<file path="src/hdl/dmwbc_pkg.sv">
// Shared types, codes and defaults of the direct-mapped write-back cache.
`default_nettype none

package dmwbc_pkg;

   localparam int ADDR_W = 32;
   localparam int LEN_W  = 4;
   localparam int DATA_W = 64;

   localparam int LINE_COUNT_DEF = 256;
   localparam int LINE_BYTES_DEF = 8;
   localparam int ADDR_BITS_DEF  = 32;

   typedef enum logic [1:0] {
      OP_READ  = 2'd0,
      OP_WRITE = 2'd1,
      OP_FILL  = 2'd2
   } opcode_type;

   typedef enum logic [1:0] {
      KIND_CPU      = 2'd0,
      KIND_WB       = 2'd1,
      KIND_LINE_REQ = 2'd2
   } kind_type;

   typedef enum logic [1:0] {
      STAT_OK       = 2'd0,
      STAT_LEN_ERR  = 2'd1,
      STAT_FILL_ERR = 2'd2,
      STAT_BUSY     = 2'd3
   } status_type;

   typedef enum logic [1:0] {
      ST_CLEAR,
      ST_IDLE,
      ST_LOOKUP,
      ST_LINE_REQ
   } state_type;

   // one action per cycle: what result to emit and which store updates go with it
   typedef enum logic [2:0] {
      ACT_NONE,
      ACT_BUSY,
      ACT_LEN_ERR,
      ACT_HIT,
      ACT_WB,
      ACT_LINE_REQ,
      ACT_FILL_ERR,
      ACT_FILL
   } act_type;

   typedef struct packed {
      logic    capture;
      logic    clear;
      act_type act;
   } cmd_type;

   typedef struct packed {
      logic clr_last;
      logic is_cpu;
      logic is_fill;
      logic pending;
      logic len_err;
      logic hit;
      logic victim_dirty;
      logic fill_ok;
      logic out_free;
   } sts_type;

endpackage

`default_nettype wire

</file>
<file path="src/hdl/dmwbc_ctrl.sv">
// Cache controller state machine.
`default_nettype none

module dmwbc_ctrl (
   input  wire logic               clock,
   input  wire logic               reset,
   input  wire logic               req_valid,
   output logic                    req_ready,
   input  wire dmwbc_pkg::sts_type sts,
   output dmwbc_pkg::cmd_type      cmd
);

   dmwbc_pkg::state_type state_ff;
   dmwbc_pkg::state_type state_in;

   always_ff @(posedge clock) begin
      if (reset) begin
         state_ff <= dmwbc_pkg::ST_CLEAR;
      end else begin
         state_ff <= state_in;
      end
   end

   always_comb begin
      state_in    = state_ff;
      req_ready   = 1'b0;
      cmd.capture = 1'b0;
      cmd.clear   = 1'b0;
      cmd.act     = dmwbc_pkg::ACT_NONE;
      case (state_ff)
         dmwbc_pkg::ST_CLEAR: begin
            cmd.clear = 1'b1;
            if (sts.clr_last) begin
               state_in = dmwbc_pkg::ST_IDLE;
            end
         end
         dmwbc_pkg::ST_IDLE: begin
            req_ready = 1'b1;
            if (req_valid) begin
               cmd.capture = 1'b1;
               state_in    = dmwbc_pkg::ST_LOOKUP;
            end
         end
         dmwbc_pkg::ST_LOOKUP: begin
            if (sts.is_cpu) begin
               if (sts.out_free) begin
                  state_in = dmwbc_pkg::ST_IDLE;
                  if (sts.pending) begin
                     cmd.act = dmwbc_pkg::ACT_BUSY;
                  end else if (sts.len_err) begin
                     cmd.act = dmwbc_pkg::ACT_LEN_ERR;
                  end else if (sts.hit) begin
                     cmd.act = dmwbc_pkg::ACT_HIT;
                  end else if (sts.victim_dirty) begin
                     cmd.act  = dmwbc_pkg::ACT_WB;
                     state_in = dmwbc_pkg::ST_LINE_REQ;
                  end else begin
                     cmd.act = dmwbc_pkg::ACT_LINE_REQ;
                  end
               end
            end else if (sts.is_fill && sts.pending) begin
               if (sts.out_free) begin
                  state_in = dmwbc_pkg::ST_IDLE;
                  cmd.act  = sts.fill_ok ? dmwbc_pkg::ACT_FILL : dmwbc_pkg::ACT_FILL_ERR;
               end
            end else begin
               // stray fill or unused opcode: dropped
               state_in = dmwbc_pkg::ST_IDLE;
            end
         end
         dmwbc_pkg::ST_LINE_REQ: begin
            if (sts.out_free) begin
               cmd.act  = dmwbc_pkg::ACT_LINE_REQ;
               state_in = dmwbc_pkg::ST_IDLE;
            end
         end
         default: begin
            state_in = dmwbc_pkg::ST_IDLE;
         end
      endcase
   end

endmodule

`default_nettype wire

</file>
<file path="config.mk">
export PLATFORM = sky130hd
export DESIGN_NAME = dmwbc_ctrl
export DESIGN_NICKNAME = d
export VERILOG_FILES = /design/src/hdl/dmwbc_pkg.sv /design/src/hdl/dmwbc_ctrl.sv
export SDC_FILE = /design/constraint.sdc
export NUM_CORES = 1
export LEC_CHECK = 0
export BUFFER_PORTS_ARGS = -buffer_cell sky130_fd_sc_hd__buf_2
export CAP_MARGIN = 20
export CORE_AREA = 3 3 40 42
export CTS_CLUSTER_DIAMETER = 120
export DETAILED_ROUTE_END_ITERATION = 10
export DIE_AREA = 0 0 43 45
export PLACE_DENSITY = 0.53
export SYNTH_ARGS = -nofsm -noshare
export SYNTH_HDL_FRONTEND = slang
export SYNTH_SLANG_ARGS = --single-unit
</file>
<file path="constraint.sdc">
create_clock -name clock -period 1.3 [get_ports clock]
set_input_delay 0 -clock clock [delete_from_list [all_inputs] [get_ports clock]]
set_output_delay 0 -clock clock [all_outputs]
set_load 0.005 [all_outputs]
</file>
==> results.yml <==
outcome:
  outcome: "complete, no violations"
clock_tree:
  cts_buffers: 3
  cts.htree.levels: 1
  clock_sinks: 2
  tritoncts: "done"
  clkSlewWorstSetupHoldPaths_ns: 0.03
  cts_root_buf: "clkbuf_4"
  postCtsSetupRepairBufs: 0
  clockBufferDepth: 2
  insertion_delay_ns: 0.22
sta:
  layout_min_cycle_time_ns: 1.211
  fin_setup_tns_ns: 0
  fmaxAchievable_ghz: 0.8259
  setup_viol: 0
  timing.hold.ws_ns: 0.08117
  drv_slew: 0
  finalCritPeriodShare_pct: 93.14
  worstMarginPinSlew_ns: 0.2548
  setup_slack_ns: 0.08914
  rsz0062_at_grt: "false"
  hold_viol_final: 0
  slew_headroom_pct: 82.96
  clock_skew_ns: 0.005667
cells_and_area:
  drive_gt1_share_pct: 44.23
  area_growth_pct: 53.72
  seq_area_um2: 41.29
  largest_reg_flops: 2
  largest_register: "state_ff"
  reg_top3: "state_ff x2"
  stdcell_area_um2: 361.6
  multiInputGateArea_um2: 180.2
  diodes: 0
  final_nets: 66
  fillerInstances: 144
drt:
  drc: 0
  num_vias: 304
  drt_pass1_iterations: 4
  routed_wl_um: 631
  drt_iter0_drc: 4
  viasPerCell: 4.537
  drtAntennaViolNets: 0
  post_drt_wl_per_cell_um: 9.418
synth:
  avgSynthCellArea_um2: 7.351
  netlist_area_um2: 235.2
  synthTopCellsByArea: "dfxtp_1, a21oi_1, a21boi_0"
  synth_seq_area_share_pct: 17.02
  synth_cells: 32
  netlist-cell-type-count: 23
  synth_nets: 44
  synth_top_area_cell: "dfxtp_1"
  synth_seq_cells: 2
  ys.warnings.count: 0
  synth_top_area_share_pct: 17.02
die:
  die_area_mm2: 0.001935
  start_util_pct: 18.31
  io_pins: 18
  die_x_um: 43
  fp-row-count: 13
  placeableCoreArea_mm2: 0.001285
  die-height_um: 45
power_and_ir_drop:
  power_frac_clock_pct: 41.2
  sw_frac_of_total_pct: 29.14
  fin_total_pwr_uw: 325.6
  p_sw_uw: 94.88
  powerDensity_mw_per_mm2: 900.5
  seqPwrFrac_pct: 26.0
  intPower_uw: 230.7
  pwr-share-comb_pct: 32.8
  leakagePower_uw: 0.0001616
  vdd_drop_max_v: 0.0001787
placed_design:
  gp_congestion: 0.6536
  placed_area_um2: 327.8
  dp_slack_ns: 0.1725
  hpwl_um: 511.7
  portBuffers: 17
global_route:
  grt_max_degree: 11
  grt_use_total_pct: 6.899
  grt_pass1_vias: 247
  grt.overflow.total: 0
  grt_pass1_wl_um: 1028
  antenna_found_initial: 0
worst_setup_path:
  worst_setup_path_start_kind: "register"
  worstPathRequired_ns: 1.30
  slowest_delay_ns: 0.34
  crit_arrival_ns: 1.21
  cp_top_family: "flip-flops"
  cp_cell_sequence: "inv_1, nand3_1, o31ai_1, buf_2"
  critPathCaptureType: "output pin"
  cp_max_fo: 6
  slowest_stage: "dfxtp_1"
  timing_worst_setup_path_type: "reg -> out"
  path_buf_inv: 2
min_path:
  min_path_type: "in -> reg"
run:
  maxCapViolations: 0
[metal layers]
| layer | track usage (%) | part of all wire, % | vias up |
|---|---|---|---|
| met5 | 0 | 0 | - |
| met4 | 1.807 | 0 | 0 |
| met3 | 2.789 | 11 | 0 |
| met2 | 8.084 | 36 | 14 |
| met1 | 11.03 | 53 | 122 |
| li1 | - | - | 168 |
[tightest hold or removal path, stage by stage]
cell	delay (ns)
buf_2	0.11
nand4_1	0.08
a31oi_1	0.07
[kinds of logic (layout without fill, tap and decap cells)]
group	after synthesis	after routing	synth area share, %
compound gates	14	14	42.55
simple gates	14	14	34.05
flops	2	2	17.02
buf+inv	2	22	6.381
[power groups by stage]
stage,registers [uW],logic (uW),clock network (uW)
CTS,83.5,107,145
global placement,85.0,106,0
global route,87.3,119,150
floorplan,76.1,70.6,0
finish,84.7,107,134
detailed placement,84.3,105,0
[cells in the mapped netlist, drive strengths merged]
cell type and instances:
nor2 2, inv 1, a311o 1, nand2 2, nand3 2, o32ai 1, nor2b 1, o22a 1
a31oi 1, buf 1, o21ai 2, nand4 1, and2 1, a21boi 2, a21oi 3, nor3 2
o221ai 1, o31ai 1, a31o 1, dfxtp 2, nand2b 3
[final timing paths]
check                                               from                       end  slack [ns]  cells after the start
worst max-delay path            state_ff[0]$_SDFFE_PP0P_                    cmd[0]        0.09                      4
worst min-delay path                              sts[2]  state_ff[1]$_SDFFE_PP0P_        0.08                      3
worst max register to register  state_ff[1]$_SDFFE_PP0P_  state_ff[1]$_SDFFE_PP0P_        0.26                      3
worst min register to register  state_ff[0]$_SDFFE_PP0P_  state_ff[0]$_SDFFE_PP0P_        0.52                      2
[area by class of cell]
class	count	area share (%)
multi-input cells	28	49.83
repair buffers	18	26.30
flip-flops and latches	2	11.42
clock buffers	3	6.228
well taps	15	5.190
inverters	1	1.038
[per-stage QoR]
step                      instances  util [%]
after floorplan                  32         -
after global placement           63     25.51
after detailed placement         63     25.51
after CTS                        67     28.04
after global routing             67     28.14
final                            67     28.14
[cells in the final DEF (no fill, tap or decap), types with 2 or more instances in the layout]
cell,Yosys,layout
nand2_1,2,2
nand3_1,2,2
clkbuf_4,0,3
nand2b_1,2,2
buf_2,0,17
a21oi_1,3,3
nor2_1,2,2
a21boi_0,2,2
nor3_1,2,2
[what timing repair did]
action,CTS,global route
endpoints found under the hold margin,1,0
hold buffers,1,0
gates resized for setup,0,1
endpoints found under the setup margin,0,1
No activity file was read; power rests on OpenSTA's default activity.
